[config.mk]
export PLATFORM = sky130hd
export DESIGN_NAME = triangle_pixel_shader
export DESIGN_NICKNAME = d
export VERILOG_FILES = /design/src/rtl/core/tps_pkg.sv /design/src/rtl/core/triangle_pixel_shader.sv /design/src/rtl/core/tps_front.sv /design/src/rtl/core/tps_queue.sv /design/src/rtl/core/tps_back.sv
export SDC_FILE = /design/constraint.sdc
export NUM_CORES = 2
export LEC_CHECK = 0
export ABC_CLOCK_PERIOD_IN_PS = 9600
export BUFFER_PORTS_ARGS = -buffer_cell sky130_fd_sc_hd__buf_2
export CAP_MARGIN = 20
export CORE_MARGIN = 2
export CORE_UTILIZATION = 40
export CTS_BUF_LIST = sky130_fd_sc_hd__clkbuf_8
export CTS_CLUSTER_SIZE = 28
export DETAILED_ROUTE_END_ITERATION = 16
export HOLD_SLACK_MARGIN = 0.08
export PLACE_DENSITY_LB_ADDON = 0.25
export REMOVE_ABC_BUFFERS = 1
export SYNTH_ARGS = -nofsm -noshare
export SYNTH_HDL_FRONTEND = slang
export SYNTH_SLANG_ARGS = --single-unit
[constraint.sdc]
create_clock -name clk -period 9.6 [get_ports clk]
set_input_delay 1.92 -clock clk [delete_from_list [all_inputs] [get_ports clk]]
set_output_delay 1.92 -clock clk [all_outputs]
set_load 0.02 [all_outputs]
[src/rtl/core/tps_pkg.sv]
// shared types and constants for the triangle pixel shader
// no dependencies; used by every module of the block
`default_nettype none

package tps_pkg;

    localparam int COORD_W    = 10;
    localparam int DELTA_W    = COORD_W + 1;
    localparam int PROD_W     = 2 * DELTA_W;
    localparam int EDGE_W     = PROD_W + 1;
    localparam int CHAN_W     = 4;
    localparam int COLOR_W    = 3 * CHAN_W;
    localparam int ADDR_W     = 20;
    localparam int ADDR_CALC_W = 21;
    localparam int RAMP_PROD_W = 15;
    localparam int RAMP_W     = RAMP_PROD_W - 8;
    localparam int CFG_DATA_W = COORD_W;

    localparam int SCREEN_WIDTH = 200;
    localparam int RAMP_GAIN    = 26;
    localparam int CHAN_MAX     = 15;

    localparam int QUEUE_DEPTH_DEF = 2;

    typedef enum logic [2:0] {
        REG_FILL_MODE = 3'd0,
        REG_VERTEX_AX = 3'd1,
        REG_VERTEX_AY = 3'd2,
        REG_VERTEX_BX = 3'd3,
        REG_VERTEX_BY = 3'd4,
        REG_VERTEX_CX = 3'd5,
        REG_VERTEX_CY = 3'd6
    } reg_index_t;

    typedef struct packed {
        logic               fill_mode;
        logic [COORD_W-1:0] ax;
        logic [COORD_W-1:0] ay;
        logic [COORD_W-1:0] bx;
        logic [COORD_W-1:0] by;
        logic [COORD_W-1:0] cx;
        logic [COORD_W-1:0] cy;
    } shader_cfg_t;

    // pixel after the front: offsets to each vertex plus finished color and address
    typedef struct packed {
        logic                      fill;
        logic signed [DELTA_W-1:0] dx_a;
        logic signed [DELTA_W-1:0] dy_a;
        logic signed [DELTA_W-1:0] dx_b;
        logic signed [DELTA_W-1:0] dy_b;
        logic signed [DELTA_W-1:0] dx_c;
        logic signed [DELTA_W-1:0] dy_c;
        logic [COLOR_W-1:0]        color;
        logic [ADDR_W-1:0]         addr;
    } queue_item_t;

    typedef struct packed {
        logic                     fill;
        logic signed [PROD_W-1:0] pa0;
        logic signed [PROD_W-1:0] pb0;
        logic signed [PROD_W-1:0] pa1;
        logic signed [PROD_W-1:0] pb1;
        logic signed [PROD_W-1:0] pa2;
        logic signed [PROD_W-1:0] pb2;
        logic [COLOR_W-1:0]       color;
        logic [ADDR_W-1:0]        addr;
    } product_item_t;

    function automatic logic [CHAN_W-1:0] clamp_high(input logic [RAMP_W-1:0] v);
        logic [CHAN_W-1:0] res;
        if (v > RAMP_W'(CHAN_MAX)) begin
            res = CHAN_W'(CHAN_MAX);
        end else begin
            res = v[CHAN_W-1:0];
        end
        return res;
    endfunction

endpackage

`default_nettype wire

[src/rtl/core/triangle_pixel_shader.sv]
// top level of the triangle pixel shader: config registers, front, queue, back
// depends on tps_pkg, tps_front, tps_queue, tps_back
`default_nettype none

// channel   direction  handshake               payload
// -------   ---------  ----------------------  ---------------------------------------
// cfg       in         cfg_valid / cfg_ready   cfg_index (3b), cfg_data (10b)
// pixel     in         in_valid / in_ready     pixel_x (10b), pixel_y (10b)
// result    out        out_valid / out_ready   inside_res, pixel_color, frame_address
//
// one pixel transfer per cycle sustained while out_ready stays high; a pixel passes
// through the front register, queue slot, edge product register and output register
// the queue of QUEUE_DEPTH entries lets the front keep taking pixels while the
// output is stalled; a stall at out_ready ripples back to in_ready once it is full
// reset (rst_n low) empties every stage and loads the vertex registers with their
// defaults; cfg_ready is always high, writes to an unknown index are dropped

module triangle_pixel_shader #(
    parameter int QUEUE_DEPTH = tps_pkg::QUEUE_DEPTH_DEF
) (
    input  wire logic                              clk,
    input  wire logic                              rst_n,
    // config write channel
    input  wire logic                              cfg_valid,
    output logic                                   cfg_ready,
    input  wire logic [2:0]                        cfg_index,
    input  wire logic [tps_pkg::CFG_DATA_W-1:0]    cfg_data,
    // pixel channel
    input  wire logic                              in_valid,
    output logic                                   in_ready,
    input  wire logic [tps_pkg::COORD_W-1:0]       pixel_x,
    input  wire logic [tps_pkg::COORD_W-1:0]       pixel_y,
    // result channel
    output logic                                   out_valid,
    input  wire logic                              out_ready,
    output logic                                   inside_res,
    output logic [tps_pkg::COLOR_W-1:0]            pixel_color,
    output logic [tps_pkg::ADDR_W-1:0]             frame_address
);

    tps_pkg::shader_cfg_t cfg_reg;
    tps_pkg::shader_cfg_t cfg_next;

    logic                 push_valid;
    logic                 push_ready;
    tps_pkg::queue_item_t push_item;
    logic                 pop_valid;
    logic                 pop_ready;
    tps_pkg::queue_item_t pop_item;

    assign cfg_ready = 1'b1;

    // register file update, only the addressed register changes
    always_comb
    begin
        cfg_next = cfg_reg;
        if (cfg_valid && cfg_ready) begin
            case (tps_pkg::reg_index_t'(cfg_index))
                tps_pkg::REG_FILL_MODE: cfg_next.fill_mode = cfg_data[0];
                tps_pkg::REG_VERTEX_AX: cfg_next.ax = cfg_data;
                tps_pkg::REG_VERTEX_AY: cfg_next.ay = cfg_data;
                tps_pkg::REG_VERTEX_BX: cfg_next.bx = cfg_data;
                tps_pkg::REG_VERTEX_BY: cfg_next.by = cfg_data;
                tps_pkg::REG_VERTEX_CX: cfg_next.cx = cfg_data;
                tps_pkg::REG_VERTEX_CY: cfg_next.cy = cfg_data;
                default: cfg_next = cfg_reg;
            endcase
        end
    end

    always_ff @(posedge clk or negedge rst_n)
    begin
        if (!rst_n) begin
            cfg_reg.fill_mode <= 1'b0;
            cfg_reg.ax        <= tps_pkg::COORD_W'(50);
            cfg_reg.ay        <= tps_pkg::COORD_W'(20);
            cfg_reg.bx        <= tps_pkg::COORD_W'(150);
            cfg_reg.by        <= tps_pkg::COORD_W'(100);
            cfg_reg.cx        <= tps_pkg::COORD_W'(20);
            cfg_reg.cy        <= tps_pkg::COORD_W'(130);
        end else begin
            cfg_reg <= cfg_next;
        end
    end

    // front: offsets to the vertices, color ramps and frame address
    tps_front u_front (
        .clk        (clk),
        .rst_n      (rst_n),
        .cfg        (cfg_reg),
        .in_valid   (in_valid),
        .in_ready   (in_ready),
        .pixel_x    (pixel_x),
        .pixel_y    (pixel_y),
        .push_valid (push_valid),
        .push_ready (push_ready),
        .push_item  (push_item)
    );

    // decoupling queue so the front and back stall independently
    tps_queue #(
        .DEPTH (QUEUE_DEPTH)
    ) u_queue (
        .clk        (clk),
        .rst_n      (rst_n),
        .push_valid (push_valid),
        .push_ready (push_ready),
        .push_item  (push_item),
        .pop_valid  (pop_valid),
        .pop_ready  (pop_ready),
        .pop_item   (pop_item)
    );

    // back: edge function products, sign test, result register
    tps_back u_back (
        .clk           (clk),
        .rst_n         (rst_n),
        .cfg           (cfg_reg),
        .pop_valid     (pop_valid),
        .pop_ready     (pop_ready),
        .pop_item      (pop_item),
        .out_valid     (out_valid),
        .out_ready     (out_ready),
        .inside_res    (inside_res),
        .pixel_color   (pixel_color),
        .frame_address (frame_address)
    );

endmodule

`default_nettype wire

[src/rtl/core/tps_front.sv]
// front stage: takes pixel transfers, computes vertex offsets, color and address
// depends on tps_pkg
`default_nettype none

module tps_front (
    input  wire logic                          clk,
    input  wire logic                          rst_n,
    input  wire tps_pkg::shader_cfg_t          cfg,
    input  wire logic                          in_valid,
    output logic                               in_ready,
    input  wire logic [tps_pkg::COORD_W-1:0]   pixel_x,
    input  wire logic [tps_pkg::COORD_W-1:0]   pixel_y,
    output logic                               push_valid,
    input  wire logic                          push_ready,
    output tps_pkg::queue_item_t               push_item
);

    logic                    front_valid_reg;
    logic                    front_valid_next;
    tps_pkg::queue_item_t    item_reg;
    tps_pkg::queue_item_t    item_next;
    logic                    load;

    logic [tps_pkg::RAMP_PROD_W-1:0] r_prod;
    logic [tps_pkg::RAMP_PROD_W-1:0] g_prod;
    logic [tps_pkg::RAMP_W-1:0]      r_raw;
    logic [tps_pkg::RAMP_W-1:0]      g_raw;
    logic [tps_pkg::RAMP_W-1:0]      half_sum;
    logic [tps_pkg::RAMP_W:0]        rg_sum;
    logic [tps_pkg::CHAN_W-1:0]      b_chan;
    logic [tps_pkg::ADDR_CALC_W-1:0] addr_full;

    function automatic logic signed [tps_pkg::DELTA_W-1:0] delta(
        input logic [tps_pkg::COORD_W-1:0] p,
        input logic [tps_pkg::COORD_W-1:0] v
    );
        return $signed({1'b0, p}) - $signed({1'b0, v});
    endfunction

    assign in_ready   = !front_valid_reg || push_ready;
    assign load       = in_valid && in_ready;
    assign push_valid = front_valid_reg;
    assign push_item  = item_reg;

    always_comb
    begin
        r_prod   = tps_pkg::RAMP_PROD_W'(pixel_x) * tps_pkg::RAMP_PROD_W'(tps_pkg::RAMP_GAIN);
        g_prod   = tps_pkg::RAMP_PROD_W'(pixel_y) * tps_pkg::RAMP_PROD_W'(tps_pkg::RAMP_GAIN);
        r_raw    = r_prod[tps_pkg::RAMP_PROD_W-1:8];
        g_raw    = g_prod[tps_pkg::RAMP_PROD_W-1:8];
        rg_sum   = {1'b0, r_raw} + {1'b0, g_raw};
        half_sum = rg_sum[tps_pkg::RAMP_W:1];
        // blue goes negative past a half sum of 15, clamp at zero
        if (half_sum > tps_pkg::RAMP_W'(tps_pkg::CHAN_MAX)) begin
            b_chan = '0;
        end else begin
            b_chan = tps_pkg::CHAN_W'(tps_pkg::CHAN_MAX) - half_sum[tps_pkg::CHAN_W-1:0];
        end
        addr_full = tps_pkg::ADDR_CALC_W'(pixel_y) * tps_pkg::ADDR_CALC_W'(tps_pkg::SCREEN_WIDTH)
                    + tps_pkg::ADDR_CALC_W'(pixel_x);

        item_next.fill  = cfg.fill_mode;
        item_next.dx_a  = delta(pixel_x, cfg.ax);
        item_next.dy_a  = delta(pixel_y, cfg.ay);
        item_next.dx_b  = delta(pixel_x, cfg.bx);
        item_next.dy_b  = delta(pixel_y, cfg.by);
        item_next.dx_c  = delta(pixel_x, cfg.cx);
        item_next.dy_c  = delta(pixel_y, cfg.cy);
        item_next.color = {tps_pkg::clamp_high(r_raw), tps_pkg::clamp_high(g_raw), b_chan};
        item_next.addr  = addr_full[tps_pkg::ADDR_W-1:0];
    end

    always_comb
    begin
        front_valid_next = front_valid_reg;
        if (load) begin
            front_valid_next = 1'b1;
        end else if (push_ready) begin
            front_valid_next = 1'b0;
        end
    end

    always_ff @(posedge clk or negedge rst_n)
    begin
        if (!rst_n) begin
            front_valid_reg <= 1'b0;
        end else begin
            front_valid_reg <= front_valid_next;
        end
    end

    always_ff @(posedge clk)
    begin
        if (load) begin
            item_reg <= item_next;
        end
    end

endmodule

`default_nettype wire

[src/rtl/core/tps_queue.sv]
// small fifo between front and back stages
// depends on tps_pkg
`default_nettype none

module tps_queue #(
    parameter int DEPTH = tps_pkg::QUEUE_DEPTH_DEF
) (
    input  wire logic                  clk,
    input  wire logic                  rst_n,
    input  wire logic                  push_valid,
    output logic                       push_ready,
    input  wire tps_pkg::queue_item_t  push_item,
    output logic                       pop_valid,
    input  wire logic                  pop_ready,
    output tps_pkg::queue_item_t       pop_item
);

    localparam int PTR_W = $clog2(DEPTH);
    localparam int CNT_W = $clog2(DEPTH + 1);

    tps_pkg::queue_item_t mem [DEPTH];

    logic [PTR_W-1:0] wr_ptr_reg;
    logic [PTR_W-1:0] wr_ptr_next;
    logic [PTR_W-1:0] rd_ptr_reg;
    logic [PTR_W-1:0] rd_ptr_next;
    logic [CNT_W-1:0] count_reg;
    logic [CNT_W-1:0] count_next;
    logic             push;
    logic             pop;

    assign push_ready = (count_reg != CNT_W'(DEPTH));
    assign pop_valid  = (count_reg != '0);
    assign push       = push_valid && push_ready;
    assign pop        = pop_ready && pop_valid;
    assign pop_item   = mem[rd_ptr_reg];

    always_comb
    begin
        wr_ptr_next = wr_ptr_reg;
        rd_ptr_next = rd_ptr_reg;
        count_next  = count_reg;
        if (push) begin
            wr_ptr_next = (wr_ptr_reg == PTR_W'(DEPTH - 1)) ? '0 : wr_ptr_reg + 1'b1;
        end
        if (pop) begin
            rd_ptr_next = (rd_ptr_reg == PTR_W'(DEPTH - 1)) ? '0 : rd_ptr_reg + 1'b1;
        end
        if (push && !pop) begin
            count_next = count_reg + 1'b1;
        end else if (pop && !push) begin
            count_next = count_reg - 1'b1;
        end
    end

    always_ff @(posedge clk or negedge rst_n)
    begin
        if (!rst_n) begin
            wr_ptr_reg <= '0;
            rd_ptr_reg <= '0;
            count_reg  <= '0;
        end else begin
            wr_ptr_reg <= wr_ptr_next;
            rd_ptr_reg <= rd_ptr_next;
            count_reg  <= count_next;
        end
    end

    always_ff @(posedge clk)
    begin
        if (push) begin
            mem[wr_ptr_reg] <= push_item;
        end
    end

endmodule

`default_nettype wire

[src/rtl/core/tps_back.sv]
// back stages: edge products, then sign test and output register
// depends on tps_pkg
`default_nettype none

module tps_back (
    input  wire logic                          clk,
    input  wire logic                          rst_n,
    input  wire tps_pkg::shader_cfg_t          cfg,
    input  wire logic                          pop_valid,
    output logic                               pop_ready,
    input  wire tps_pkg::queue_item_t          pop_item,
    output logic                               out_valid,
    input  wire logic                          out_ready,
    output logic                               inside_res,
    output logic [tps_pkg::COLOR_W-1:0]        pixel_color,
    output logic [tps_pkg::ADDR_W-1:0]         frame_address
);

    logic                   s1_valid_reg;
    logic                   s1_valid_next;
    tps_pkg::product_item_t s1_reg;
    tps_pkg::product_item_t s1_next;
    logic                   s1_load;

    logic                   out_valid_reg;
    logic                   out_valid_next;
    logic                   inside_reg;
    logic                   inside_next;
    logic [tps_pkg::COLOR_W-1:0] color_reg;
    logic [tps_pkg::ADDR_W-1:0]  addr_reg;
    logic                   out_load;

    logic signed [tps_pkg::DELTA_W-1:0] ex0, ey0, ex1, ey1, ex2, ey2;
    logic signed [tps_pkg::EDGE_W-1:0]  e0, e1, e2;

    function automatic logic signed [tps_pkg::DELTA_W-1:0] span(
        input logic [tps_pkg::COORD_W-1:0] to_v,
        input logic [tps_pkg::COORD_W-1:0] from_v
    );
        return $signed({1'b0, to_v}) - $signed({1'b0, from_v});
    endfunction

    assign out_load  = s1_valid_reg && (!out_valid_reg || out_ready);
    assign pop_ready = !s1_valid_reg || out_load;
    assign s1_load   = pop_valid && pop_ready;

    // edge directions a->b, b->c, c->a
    always_comb
    begin
        ex0 = span(cfg.bx, cfg.ax);
        ey0 = span(cfg.by, cfg.ay);
        ex1 = span(cfg.cx, cfg.bx);
        ey1 = span(cfg.cy, cfg.by);
        ex2 = span(cfg.ax, cfg.cx);
        ey2 = span(cfg.ay, cfg.cy);

        s1_next.fill  = pop_item.fill;
        s1_next.pa0   = pop_item.dx_a * ey0;
        s1_next.pb0   = pop_item.dy_a * ex0;
        s1_next.pa1   = pop_item.dx_b * ey1;
        s1_next.pb1   = pop_item.dy_b * ex1;
        s1_next.pa2   = pop_item.dx_c * ey2;
        s1_next.pb2   = pop_item.dy_c * ex2;
        s1_next.color = pop_item.color;
        s1_next.addr  = pop_item.addr;
    end

    always_comb
    begin
        e0 = tps_pkg::EDGE_W'(s1_reg.pa0) - tps_pkg::EDGE_W'(s1_reg.pb0);
        e1 = tps_pkg::EDGE_W'(s1_reg.pa1) - tps_pkg::EDGE_W'(s1_reg.pb1);
        e2 = tps_pkg::EDGE_W'(s1_reg.pa2) - tps_pkg::EDGE_W'(s1_reg.pb2);
        inside_next = s1_reg.fill
                      || (e0 >= 0 && e1 >= 0 && e2 >= 0)
                      || (e0 <= 0 && e1 <= 0 && e2 <= 0);
    end

    always_comb
    begin
        s1_valid_next = s1_valid_reg;
        if (s1_load) begin
            s1_valid_next = 1'b1;
        end else if (out_load) begin
            s1_valid_next = 1'b0;
        end
        out_valid_next = out_valid_reg;
        if (out_load) begin
            out_valid_next = 1'b1;
        end else if (out_ready) begin
            out_valid_next = 1'b0;
        end
    end

    always_ff @(posedge clk or negedge rst_n)
    begin
        if (!rst_n) begin
            s1_valid_reg  <= 1'b0;
            out_valid_reg <= 1'b0;
        end else begin
            s1_valid_reg  <= s1_valid_next;
            out_valid_reg <= out_valid_next;
        end
    end

    always_ff @(posedge clk)
    begin
        if (s1_load) begin
            s1_reg <= s1_next;
        end
        if (out_load) begin
            inside_reg <= inside_next;
            color_reg  <= s1_reg.color;
            addr_reg   <= s1_reg.addr;
        end
    end

    assign out_valid     = out_valid_reg;
    assign inside_res    = inside_reg;
    assign pixel_color   = color_reg;
    assign frame_address = addr_reg;

endmodule

`default_nettype wire
[Word level (Yosys, flattened, before mapping)]
Memory sizes are Yosys's and may differ from the RTL's.
Index checks and enable logic that the tools add are counted.
Operators by class
  $add $sub $neg: 22
  multiply operators: 9
  order comparisons: 9
  equality and inequality tests: 7
  multiplexer cells: 12
  reductions and logical operators: 33
Operators with widths (count)
  multiplier 11 x 11 -> 22 bit: 6
  subtractor 10 x 10 -> 11 bit: 12
  >= comparator 23 x 1 -> 1 bit, second input constant: 3
  <= comparator 23 x 1 -> 1 bit, second input constant: 3
  subtractor 22 x 22 -> 23 bit: 3
  multiplier 10 x 4 -> 14 bit, second input constant: 2
  greater-than comparator 7 x 4 -> 1 bit, second input constant: 3
  adder 18 x 10 -> 19 bit: 1
  multiplier 10 x 5 -> 15 bit, second input constant: 1
  AND reduction 2 bit: 7
  logical AND 1 bit: 10
  two-way mux 1 bit: 10
  nonzero test 2 bit: 5
  equality test 3 bit, second input constant: 3
  adder 7 x 7 -> 8 bit: 1
  equality test 3 x 2 -> 1 bit, second input constant: 2
  logical NOT 1 bit: 5
  logical OR 1 bit: 5
  two-way mux 2 bit: 2
  subtractor 4 bit, first input constant: 1
  equality test 3 x 1 -> 1 bit, second input constant: 1
  logical NOT 3 bit: 1
  adder 1 bit, second input constant: 2
  adder 2 x 1 -> 2 bit, second input constant: 1
  2 further kinds: 2
Storage, ports and cells
  register bits after elaboration: 365
  RAM bits: 198
  input port bits: 38
  output and inout port bits: 36
  word-level logic and storage cells: 129
  memories: 1
Memories
  u_queue.mem: words 2, width 99, rd ports 1, clocked after memory_dff 0, write ports 1, RTL line tps_queue.sv:21  | tps_pkg::queue_item_t mem [DEPTH];

[Longest topological paths before layout]
  depth in word-level cells: 8
  gate-level depth with buffers: 32
  mapped depth without buffers: 32

[Modules after synthesis]
Synthesis repeated with hierarchy kept, for this count alone.
Second synthesis, totals
  cell total of the unflattened synthesis: 5563
  area total of the unflattened synthesis: 58616.2 um^2
Modules (own cells, without submodules)
  tps_back: instances 1, cells an instance 4257, area an instance 39865.7 um^2, seq. area each 5995.8 um^2
  tps_front: instances 1, cells an instance 843, area an instance 8434.3 um^2, seq. area each 2967.8 um^2
  tps_queue: instances 1, cells an instance 326, area an instance 7837.5 um^2, seq. area each 6045.8 um^2
  triangle_pixel_shader: instances 1, cells an instance 137, area an instance 2478.6 um^2, seq. area each 1546.5 um^2

[Least setup slack after synthesis]
No wires, ideal clock.
  kind: flip-flop to flip-flop
  start: register cfg_reg[1] (netlist name)
  end: register u_back.s1_reg[75] (netlist name), data pin
  setup time: 0.260 ns
  data arrival time: 6.914 ns
  data required time: 9.340 ns
  path slack: 2.426 ns
  stages on the path, launching flop included: 31
  buffers on the path: 1
  period minus slack after synthesis: 7.174 ns
  path through: dfstp_2 > inv_1 > ha_1 > nor2b_1 > o21ai_0 > a21boi_0 > o21ai_0 > nand2b_1 > a21oi_1 > o21bai_1 > a21o_1 > a21oi_1 > xor2_1 > clkbuf_1 > nor2_1 > fa_1 > fa_1 > fa_1 > fa_1 > inv_1 > fa_1 > inv_1 > ha_1 > and2_1 > o21ai_0 > o21ai_0 > o211a_1 > o21a_1 > o21a_1 > o41a_1 > xnor2_1
RTL lines
  from (decl): RTL line triangle_pixel_shader.sv:41  | tps_pkg::shader_cfg_t cfg_reg;
  from (signal assigned): RTL line triangle_pixel_shader.sv:82  | cfg_reg <= cfg_next;
  to (signal assigned): RTL line tps_back.sv:108  | s1_reg <= s1_next;
  to (decl): RTL line tps_back.sv:21  | tps_pkg::product_item_t s1_reg;

==> results.md <==
* CP Capture Point: u_back.s1_reg[50]
* # resized after CTS at 0
* DRT iter0 DRCs at 2272
* Largest net degree at the start of global routing at 109
* Total track usage at 0.1977
* CTS Hold Buffers Added at 0
* Starting Density at 0.4033
* Avg Synthesized Cell Area at 10.47 um2
* CTS Buf Count at 99
* Largest register FFs at 196
* Share of cells above drive strength 1 at 0.07571
* DR vias at 37520
* Critical R2R Launch: cfg_reg[11]
* H-tree depth at 3
* Rows at 138
* Routed wire length at 140.8 mm
* EDFF count, synth at 490
* Ys flop type: edfxtp_1
* Fin crit period at 7683 ps
* Setup violations, final at 0
* Synth top area cells: fa_1 (26%), edfxtp_1 (26%), ha_1 (12%), inv_1 (7.8%), nor2_1 (3.2%)
* Dominant cell type by area after synthesis: fa_1
* Clock tree sinks at 558
* Slew @ Worst Pin at 1222 ps
* Clock Path Buffers at 3
* Endpoint type of the worst setup path: flop
* Status: finished clean
* Drt pass-1 iters at 5
* Pins over their slew limit at 0
* DP Wirelength at 112.8 mm
* List of most frequent post-synthesis cells: inv_1 (1189), fa_1 (739), ha_1 (543), edfxtp_1 (490), nor2_1 (484)
* Die Y at 381.8 um
* CP Class: flop to flop
* Fin. Hold Viols at 0
* Period utilization at 0.8003
* Critical Path Fanout Max at 8
* Reg2Reg Depth at 30
* Worst EP arrival at 8200 ps
* Synth Register Bits at 558
* Ys Warns at 0
* Final #Nets at 6893
* Worst setup SP type: flop
* Ports at 74
* RSZ-0062 raised after global routing: false
* Max_slew headroom at 0.1827
* DRC viols at 0
* R2R Setup Slk at 1920 ps
* Area Overhead vs Synth at 8.402%
* Post-DRT Antenna Nets at 0
* Initial antenna violation count at 26
* Dpl ws at 1968 ps
* Hold WC Path Type: flop to flop
* CP max stage delay at 670 ps
* CTS tree: yes
* Fmax at 130.2 MHz
* Share of the synthesized area in the top cell type at 0.2591
* Routability congestion estimate from global placement at 0.9112
* Root Driver: clkbuf_8
* Clock latency on the worst-skew pair at 840 ps
* First-pass GRT wire length at 222.4 mm
* Worst-path clk slew at 60 ps
* Most frequent cell after synthesis: inv_1
* Worst Hold Launch: u_front.push_item[32]
* Core area at 141600 um2
* Worst setup path startpoint: cfg_reg[11]
* Max Clock Skew at 69.04 ps
* Drt wl/cell at 18.66 um
* Worst path required time at 10120 ps
* Reg2Reg Capture Point: u_back.s1_reg[50]
* Asr flop ratio synth at 0.1219
* Vias per inst at 4.970
* Synth cell types at 92
* Die area at 145800 um2
* CP max stage cell: xnor2_1
* Share of the yosys chip area belonging to registers at 0.2879
* Worst Setup Slack, final at 1917 ps
* Post-Syn Instances at 5451
* Vias in the first global route at 39280
* Total congestion overflow at 0
* Max Cap Viol at 0
* Post-CTS setup buffer count at 0
* Die X at 381.8 um
* Post-Synthesis Cell Area at 57090 um2
* Port Buf Inserts at 71
final cells by class:
| cell class | count | area [um2] |
|---|---|---|
| Sequential cell | 558 | 16440 |
| Fill cell | 13640 | 79690 |
| Multi-Input combinational cell | 3618 | 35880 |
| Inverter | 1190 | 4474 |
| Antenna cell | 6 | 15.01 |
| Clock buffer | 102 | 1404 |
| Clock inverter | 79 | 669.4 |
| Timing Repair Buffer | 106 | 649.4 |
| Tap cell | 1890 | 2365 |
layer usage:
layer | share of wire | up-vias | global-route usage | wire (um)
met5 | 0.00068 | - | 0 | 96
li1 | - | 17660 | - | -
met3 | 0.070 | 225 | 0.03894 | 9842
met4 | 0.031 | 18 | 0.05796 | 4311
met2 | 0.45 | 899 | 0.3150 | 64050
met1 | 0.44 | 18720 | 0.2729 | 62540
logic make-up (layout without fill, tap and decap cells):
group / count (synthesis) / in the layout / synth area share
fa+ha+maj: 1283 / 1283 / 0.3783
buf+inv: 1275 / 1477 / 0.08433
simple gates: 1268 / 1268 / 0.1015
compound gates: 580 / 580 / 0.06653
flops: 558 / 558 / 0.2879
xor+xnor: 289 / 289 / 0.04433
mux: 196 / 196 / 0.03701
other cells: 2 / 8 / 0.0001315
stage by stage:
step           std cells    util  setup TNS [ps]  area [um2]  hold WS [ps]
5_1_grt             7544  0.4370               0       61880         427.5
2_1_floorplan       5366       -           -1002       56750         400.3
4_1_cts             7540  0.4368               0       61840         419.5
6_report            7549  0.4371               0       61890         415.7
3_3_place_gp        7357  0.4220               0       59750         402.2
3_5_place_dp        7359  0.4221               0       59760         407.0
layout by cell type (no fill, tap or decap), types with 17 or more instances in the layout:
| cell | synthesis | routed |
|---|---|---|
| nand3_1 | 33 | 33 |
| ha_1 | 543 | 543 |
| a21boi_0 | 25 | 25 |
| fa_1 | 739 | 739 |
| dfrtp_1 | 52 | 51 |
| buf_2 | 0 | 70 |
| xnor2_1 | 206 | 206 |
| inv_1 | 1189 | 1209 |
| a21o_1 | 94 | 94 |
| nand2_1 | 379 | 379 |
| edfxtp_1 | 490 | 490 |
| o21ai_0 | 149 | 149 |
| mux2_2 | 121 | 121 |
| o21a_1 | 22 | 22 |
| nor3_1 | 32 | 31 |
| nor2b_1 | 81 | 81 |
| nand2b_1 | 87 | 87 |
| clkinv_1 | 1 | 21 |
| a21oi_1 | 133 | 133 |
| and2_1 | 74 | 72 |
| xor2_1 | 83 | 83 |
| clkinv_2 | 0 | 17 |
| o21bai_1 | 38 | 38 |
| mux2i_1 | 75 | 75 |
| clkbuf_8 | 1 | 102 |
| buf_4 | 4 | 33 |
| nor2_1 | 484 | 483 |
worst min path at each step:
stage / slack, ps / end / cells after the start
6_report: 420 / u_queue.mem[0][31] / 0
3_3_place_gp: 400 / u_back.frame_address[2] / 0
4_1_cts: 420 / u_queue.mem[0][31] / 0
5_1_grt: 430 / u_back.frame_address[10] / 0
2_1_floorplan: 400 / u_back.frame_address[0] / 0
3_5_place_dp: 410 / u_back.frame_address[16] / 0
worst max-delay path, delay by kind of cell, from the launching register on:
family / cells / cell delay (ps)
AOI/OAI and AO/OA: 14 / 2810
adders and majority gates: 7 / 2640
xor gates and xnor gates: 1 / 670
DFF: 1 / 530
and+or+nand+nor: 3 / 390
buffers and inverters: 5 / 310
Power is not shown: default switching activity piles up to over one toggle a cycle in this logic, so the estimate is an artifact.
